**config.mk**
```make
export PLATFORM = sky130hd
export DESIGN_NAME = multi_channel_pulse_timer_unit
export DESIGN_NICKNAME = d
export VERILOG_FILES = /design/src/sv/mcpt_pkg.sv /design/src/sv/mcpt_alu.sv /design/src/sv/multi_channel_pulse_timer_unit.sv
export SDC_FILE = /design/constraint.sdc
export NUM_CORES = 1
export LEC_CHECK = 0
export BUFFER_PORTS_ARGS = -buffer_cell sky130_fd_sc_hd__buf_2
export CORE_ASPECT_RATIO = 1.5
export CORE_MARGIN = 2
export CORE_UTILIZATION = 55
export CTS_BUF_LIST = sky130_fd_sc_hd__clkbuf_16
export CTS_CLUSTER_DIAMETER = 60
export DETAILED_ROUTE_END_ITERATION = 10
export HOLD_SLACK_MARGIN = 0.1
export PLACE_DENSITY_LB_ADDON = 0.25
export SLEW_MARGIN = 0
export SYNTH_ARGS = -nofsm -noshare
export SYNTH_HDL_FRONTEND = slang
export SYNTH_HIERARCHICAL = 1
export SYNTH_SLANG_ARGS = --single-unit
export TNS_END_PERCENT = 5
```
**constraint.sdc**
```tcl
create_clock -name clock -period 5 [get_ports clock]
set_input_delay 1 -clock clock [delete_from_list [all_inputs] [get_ports clock]]
set_output_delay 1 -clock clock [all_outputs]
set_load 0.01 [all_outputs]
```
**src/sv/mcpt_pkg.sv**
```systemverilog
package mcpt_pkg;

   localparam int CHANNELS_DEF = 8;

   localparam int TIME_W = 32;
   localparam int MASK_W = 8;
   localparam int OP_W   = 2;
   localparam int CH_W   = 3;

   localparam logic [OP_W-1:0] OP_ARM    = 2'd0;
   localparam logic [OP_W-1:0] OP_DISARM = 2'd1;
   localparam logic [OP_W-1:0] OP_TICK   = 2'd2;

   localparam logic ALU_ADD = 1'b0;
   localparam logic ALU_SUB = 1'b1;

   typedef struct packed {
      logic sub;
   } alu_ctrl_type;

endpackage

```
**src/sv/mcpt_alu.sv**
```systemverilog
module mcpt_alu (
   input  mcpt_pkg::alu_ctrl_type          ctrl,
   input  logic [mcpt_pkg::TIME_W-1:0]     opa,
   input  logic [mcpt_pkg::TIME_W-1:0]     opb,
   output logic [mcpt_pkg::TIME_W-1:0]     result,
   output logic                            not_neg
);

   // add for deadline = now + width, subtract for the wrap-safe now - deadline test
   always_comb begin
      if (ctrl.sub == mcpt_pkg::ALU_SUB) begin
         result = opa - opb;
      end else begin
         result = opa + opb;
      end
      not_neg = ~result[mcpt_pkg::TIME_W-1];
   end

endmodule

```
**src/sv/multi_channel_pulse_timer_unit.sv**
```systemverilog
// Arm, disarm and unused codes: the word goes from idle straight to the finish step.
// Tick: the word goes to the scan, where one shared subtractor visits each channel
// in turn, one channel per cycle, and then to the finish step.
// Input accepted only in idle, so a new word is taken only after the last one's result
// is loaded; a stalled result holds the finish step.
// Synchronous active-high reset: all channels inactive, rsp_valid low, no result pending.
module multi_channel_pulse_timer_unit #(
   parameter int CHANNELS = mcpt_pkg::CHANNELS_DEF
) (
   input  logic                            clock,
   input  logic                            reset,
   input  logic                            req_valid,
   output logic                            req_stall,
   input  logic [mcpt_pkg::OP_W-1:0]       req_operation,
   input  logic [mcpt_pkg::CH_W-1:0]       req_channel,
   input  logic [mcpt_pkg::TIME_W-1:0]     req_pulse_width,
   input  logic [mcpt_pkg::TIME_W-1:0]     req_now_time,
   output logic                            rsp_valid,
   input  logic                            rsp_stall,
   output logic [mcpt_pkg::MASK_W-1:0]     rsp_trigger_mask,
   output logic [mcpt_pkg::MASK_W-1:0]     rsp_expired_mask
);

   localparam int IDX_W = (CHANNELS > 1) ? $clog2(CHANNELS) : 1;
   localparam logic [IDX_W-1:0] IDX_LAST = IDX_W'(CHANNELS - 1);

   localparam logic [1:0] S_IDLE = 2'd0;
   localparam logic [1:0] S_SCAN = 2'd1;
   localparam logic [1:0] S_FIN  = 2'd2;

   logic [1:0]                        state_ff, state_in;
   logic [IDX_W-1:0]                  idx_ff, idx_in;
   logic [CHANNELS-1:0]               active_ff, active_in;
   logic [CHANNELS-1:0]               expired_ff, expired_in;
   logic [mcpt_pkg::TIME_W-1:0]       now_ff;
   logic [mcpt_pkg::TIME_W-1:0]       deadline_ff [CHANNELS];
   logic                              rsp_valid_ff, rsp_valid_in;
   logic [mcpt_pkg::MASK_W-1:0]       trig_ff, exp_ff;

   logic                              accept;
   logic                              ch_ok;
   logic [IDX_W-1:0]                  ch_idx;
   logic                              out_free;

   mcpt_pkg::alu_ctrl_type            alu_ctrl;
   logic [mcpt_pkg::TIME_W-1:0]       alu_a, alu_b, alu_res;
   logic                              alu_not_neg;

   mcpt_alu u_alu (
      .ctrl    (alu_ctrl),
      .opa     (alu_a),
      .opb     (alu_b),
      .result  (alu_res),
      .not_neg (alu_not_neg)
   );

   assign req_stall = (state_ff != S_IDLE);
   assign accept    = req_valid && !req_stall;
   assign ch_ok     = (int'(req_channel) < CHANNELS);
   assign ch_idx    = IDX_W'(req_channel);
   assign out_free  = !rsp_valid_ff || !rsp_stall;

   // idle: arm computes the deadline; scan: wrap-safe compare of the visited channel
   always_comb begin
      if (state_ff == S_SCAN) begin
         alu_ctrl.sub = mcpt_pkg::ALU_SUB;
         alu_a        = now_ff;
         alu_b        = deadline_ff[idx_ff];
      end else begin
         alu_ctrl.sub = mcpt_pkg::ALU_ADD;
         alu_a        = req_now_time;
         alu_b        = req_pulse_width;
      end
   end

   always_comb begin
      state_in     = state_ff;
      idx_in       = idx_ff;
      active_in    = active_ff;
      expired_in   = expired_ff;
      rsp_valid_in = rsp_valid_ff && rsp_stall;
      case (state_ff)
         S_IDLE: begin
            if (accept) begin
               expired_in = '0;
               idx_in     = '0;
               state_in   = S_FIN;
               case (req_operation)
                  mcpt_pkg::OP_ARM: begin
                     if (ch_ok) begin
                        active_in[ch_idx] = 1'b1;
                     end
                  end
                  mcpt_pkg::OP_DISARM: begin
                     if (ch_ok) begin
                        active_in[ch_idx] = 1'b0;
                     end
                  end
                  mcpt_pkg::OP_TICK: begin
                     state_in = S_SCAN;
                  end
                  default: begin
                  end
               endcase
            end
         end
         S_SCAN: begin
            if (active_ff[idx_ff] && alu_not_neg) begin
               active_in[idx_ff]  = 1'b0;
               expired_in[idx_ff] = 1'b1;
            end
            if (idx_ff == IDX_LAST) begin
               state_in = S_FIN;
            end else begin
               idx_in = idx_ff + 1'b1;
            end
         end
         S_FIN: begin
            if (out_free) begin
               rsp_valid_in = 1'b1;
               state_in     = S_IDLE;
            end
         end
         default: begin
            state_in = S_IDLE;
         end
      endcase
   end

   always_ff @(posedge clock) begin
      if (reset) begin
         state_ff     <= S_IDLE;
         idx_ff       <= '0;
         active_ff    <= '0;
         expired_ff   <= '0;
         rsp_valid_ff <= 1'b0;
      end else begin
         state_ff     <= state_in;
         idx_ff       <= idx_in;
         active_ff    <= active_in;
         expired_ff   <= expired_in;
         rsp_valid_ff <= rsp_valid_in;
      end
   end

   // payload: a deadline is only looked at while its channel is active
   always_ff @(posedge clock) begin
      if (accept) begin
         now_ff <= req_now_time;
         if (req_operation == mcpt_pkg::OP_ARM && ch_ok) begin
            deadline_ff[ch_idx] <= alu_res;
         end
      end
      if (state_ff == S_FIN && out_free) begin
         trig_ff <= mcpt_pkg::MASK_W'(active_ff);
         exp_ff  <= mcpt_pkg::MASK_W'(expired_ff);
      end
   end

   assign rsp_valid        = rsp_valid_ff;
   assign rsp_trigger_mask = trig_ff;
   assign rsp_expired_mask = exp_ff;

   a_exp_not_active: assert property (@(posedge clock) disable iff (reset)
      (expired_ff & active_ff) == '0)
      else $error("channel both expired and active");

   a_rsp_from_fin: assert property (@(posedge clock) disable iff (reset)
      $rose(rsp_valid_ff) |-> $past(state_ff) == S_FIN)
      else $error("result loaded outside finish step");

   a_scan_ends: assert property (@(posedge clock) disable iff (reset)
      (state_ff == S_SCAN && idx_ff == IDX_LAST) |=> state_ff == S_FIN)
      else $error("scan did not end after last channel");

   a_rsp_disjoint: assert property (@(posedge clock) disable iff (reset)
      rsp_valid_ff |-> (trig_ff & exp_ff) == '0)
      else $error("expired channel still shown as triggered");

endmodule

```
==> key figures <==
Global routing
  • Vias in the first global route: about 11000
  • Antenna violations before repair: 0
  • Grt ovf: 0
  • Largest net degree at the start of global routing: 43
  • Total GRT Usage: 0.260
  • First-pass GRT wire length: about 58000 um

Cells and area
  • Commonest non-fill, non-tap cell in the layout: edfxtp_1
  • Design area: 19400 um2
  • Ant. Diodes: 0
  • Finished Layout Cells: 1738
  • FF/Latch Area: 9640 um2
  • Layout fillers: 1866
  • Commonest non-fill, non-tap cells in the layout: edfxtp_1, buf_4, nand2_1
  • Layout area overhead: 25.7%
  • Multi-input gate area: about 6100 um2
  • Proportion of layout cells with a drive suffix above 1: 0.370
  • Layout Nets: 1476

Synthesis
  • Syn avg cell area: 14.1 um2
  • Synth top area share: 0.590
  • Mapped Cells: between 1000 and 1500
  • Syn_nets: between 1000 and 1500
  • Leading area contributor after synthesis: edfxtp_1
  • Synth Cell Area: 15500 um2
  • YS warnings: 6
  • Synth area leaders: edfxtp_1, mux4_2, nand2_1, dfxtp_1, mux2i_1
  • EDFF count, synth: 304
  • Synth Flop Type: edfxtp_1
  • Post-synthesis sequential area ratio: 0.623
  • Async S/R FF share, synth: 0
  • Flops & latches, synth: 329
  • Yosys cell types: 68

Floorplanning
  • Initial Utilization: 0.555
  • Row cnt: between 70 and 80
  • Die area: roughly 30000 um2
  • # IOs: 91
  • CORE AREA: 27900 um2
  • Die width: 141 um
  • Die Ht: 209 um

Detailed routing
  • WL final: 38000 um
  • Vias per cell: 5.91
  • Drt drc: 0
  • Via count: 10300
  • Drt initial violations: 712
  • First drt pass iteration count: 5
  • Routed Antenna Nets: 0
  • Drt wl/cell: 21.9 um

Setup path
  • CP arrival: between 5 and 6 ns
  • Critical Path End Type: register
  • Worst Path Required: ~5.4 ns
  • Setup Crit Path Kind: register to register
  • Crit-path max FO: 8
  • Startpoint types: register

STA
  • Period minus WS final: 5.52 ns
  • Hold Fails Final Rpt: 0
  • Rel. slew slack: 0.320
  • RSZ-0062 raised after global routing: true
  • Final setup margin: -0.517 ns
  • Final Max Slew Viols: 0
  • Clk_skew: 0.0271 ns
  • Slew @ Worst Pin: 1.02 ns
  • Count of final setup violators: 64
  • Final setup TNS: -11.24 ns
  • Fmax achieved: 0.181 GHz
  • Tcrit/Tclk final: 1.10

Power
  • Total power: approximately 7300 uW
  • Leakage: ~0.007 uW
  • Worst vdd ir: 349 uV
  • PwrDens: 374 nW/um2

Clock tree
  • CTS clk-pin slew, worst paths: 0.07 ns
  • Root Buffer: clkbuf_16
  • H-tree depth: 1
  • CTS Buffer Depth: 3
  • Clk sinks: 329
  • Clock latency at the later pin of the worst-skew pair: 0.58 ns
  • Total CTS buffers: 30
  • CTS tree: built

Placement
  • Port Buffers: 90
  • Hpwl dp: 25400 um
  • Placed cell areas: 17600 um2
  • Placed insts: between 1500 and 2000
  • GP Congestion: 0.876

Hold path
  • HP Class: register to register
  • Hold Startpoint: expired_ff[6]$_SDFFE_PP0P_

Status
  • Status: complete, but fails checks
  • Failing checks: setup timing

Job
  • Max-cap violation count: 0
-- path summary, 6_finish.rpt --
kind | slack [ns] | to | cells after the start
worst min register to register | 0.43 | rsp_expired_mask[6]$_DFFE_PP_ | 0
worst max-delay path | -0.52 | register | 23
worst min-delay path | 0.43 | rsp_expired_mask[6]$_DFFE_PP_ | 0
worst max register to register | -0.52 | register | 23
-- per-stage QoR --
step | hold WS, ns | util | setup slack, ns
floorplan | 0.408 | - | -0.0625
global placement | 0.413 | 0.633 | -0.404
detailed placement | 0.413 | 0.633 | -0.638
CTS | 0.429 | 0.683 | -0.474
global route | 0.448 | 0.697 | -0.839
finish | 0.429 | 0.697 | -0.517
-- flip-flops by register name (all words and copies together) (netlist names), named ones only --
register,cells
now_ff,32
rsp_expired_mask,8
expired_ff,8
state_ff,2
idx_ff,3
rsp_valid,1
deadline_ff,256
rsp_trigger_mask,8
-- final cells by class --
cell class              instances  area share
well taps                     346      0.0223
flip-flops and latches        329       0.496
clock inverters                25      0.0175
multi-input cells             694       0.312
inverters                      23     0.00444
clock buffers                  31      0.0399
repair buffers                290       0.108
-- what timing repair did --
action,CTS,global route
pin swaps,18,41
endpoints found under the setup margin,112,160
setup buffers,12,11
gates resized for setup,40,69
hold buffers,0,0
-- power breakdown --
group          leakage (uW)  switching (uW)  internal (uW)
logic               0.00361             782            598
registers           0.00296            14.2           3320
clock network      0.000537            1050           1510
-- cell usage after synthesis (17+ instances only) --
library cell	count
a21o_1	18
xnor2_1	46
inv_1	23
nor3_1	17
nand2_1	152
edfxtp_1	304
clkbuf_1	20
o21ai_0	58
a21oi_1	47
dfxtp_1	25
nor2_1	45
ha_1	34
mux4_2	64
mux2i_1	46
-- worst max-delay path, cell delays in order (launching register included) --
cell and delay, ns:
dfxtp_4 0.40, buf_8 0.14, mux4_2 0.52, mux2i_2 0.22
o21ai_2 0.14, nor4_2 0.34, nand2b_1 0.15, nor3b_2 0.23
buf_4 0.19, nor2_4 0.04, xnor2_2 0.16, ha_1 0.37
a21oi_2 0.21, o21ai_4 0.11, or4b_1 0.50, o21a_1 0.22
o21ai_2 0.13, o211ai_1 0.14, a21oi_2 0.22, xor2_2 0.23
nand2_4 0.15, a221oi_2 0.27, o31ai_1 0.12, mux2i_1 0.15
-- logic make-up (layout without fill, tap and decap cells) --
logic type / after synthesis / count (layout) / share of synthesized area
muxes: 110 / 110 / 0.123
and+or+nand+nor: 296 / 296 / 0.0907
DFF: 329 / 329 / 0.623
buffers and inverters: 74 / 369 / 0.0205
xor gates and xnor gates: 60 / 60 / 0.0340
adders and majority gates: 35 / 35 / 0.0288
AOI/OAI and AO/OA: 193 / 193 / 0.0805
-- layer usage --
layer | routed length [um] | global-route usage
met1 | 14800 | 0.322
met2 | 19800 | 0.464
met3 | 1850 | 0.0269
met4 | 1500 | 0.112
met5 | 0 | 0
Note: power is estimated with default switching activity, not from simulation.
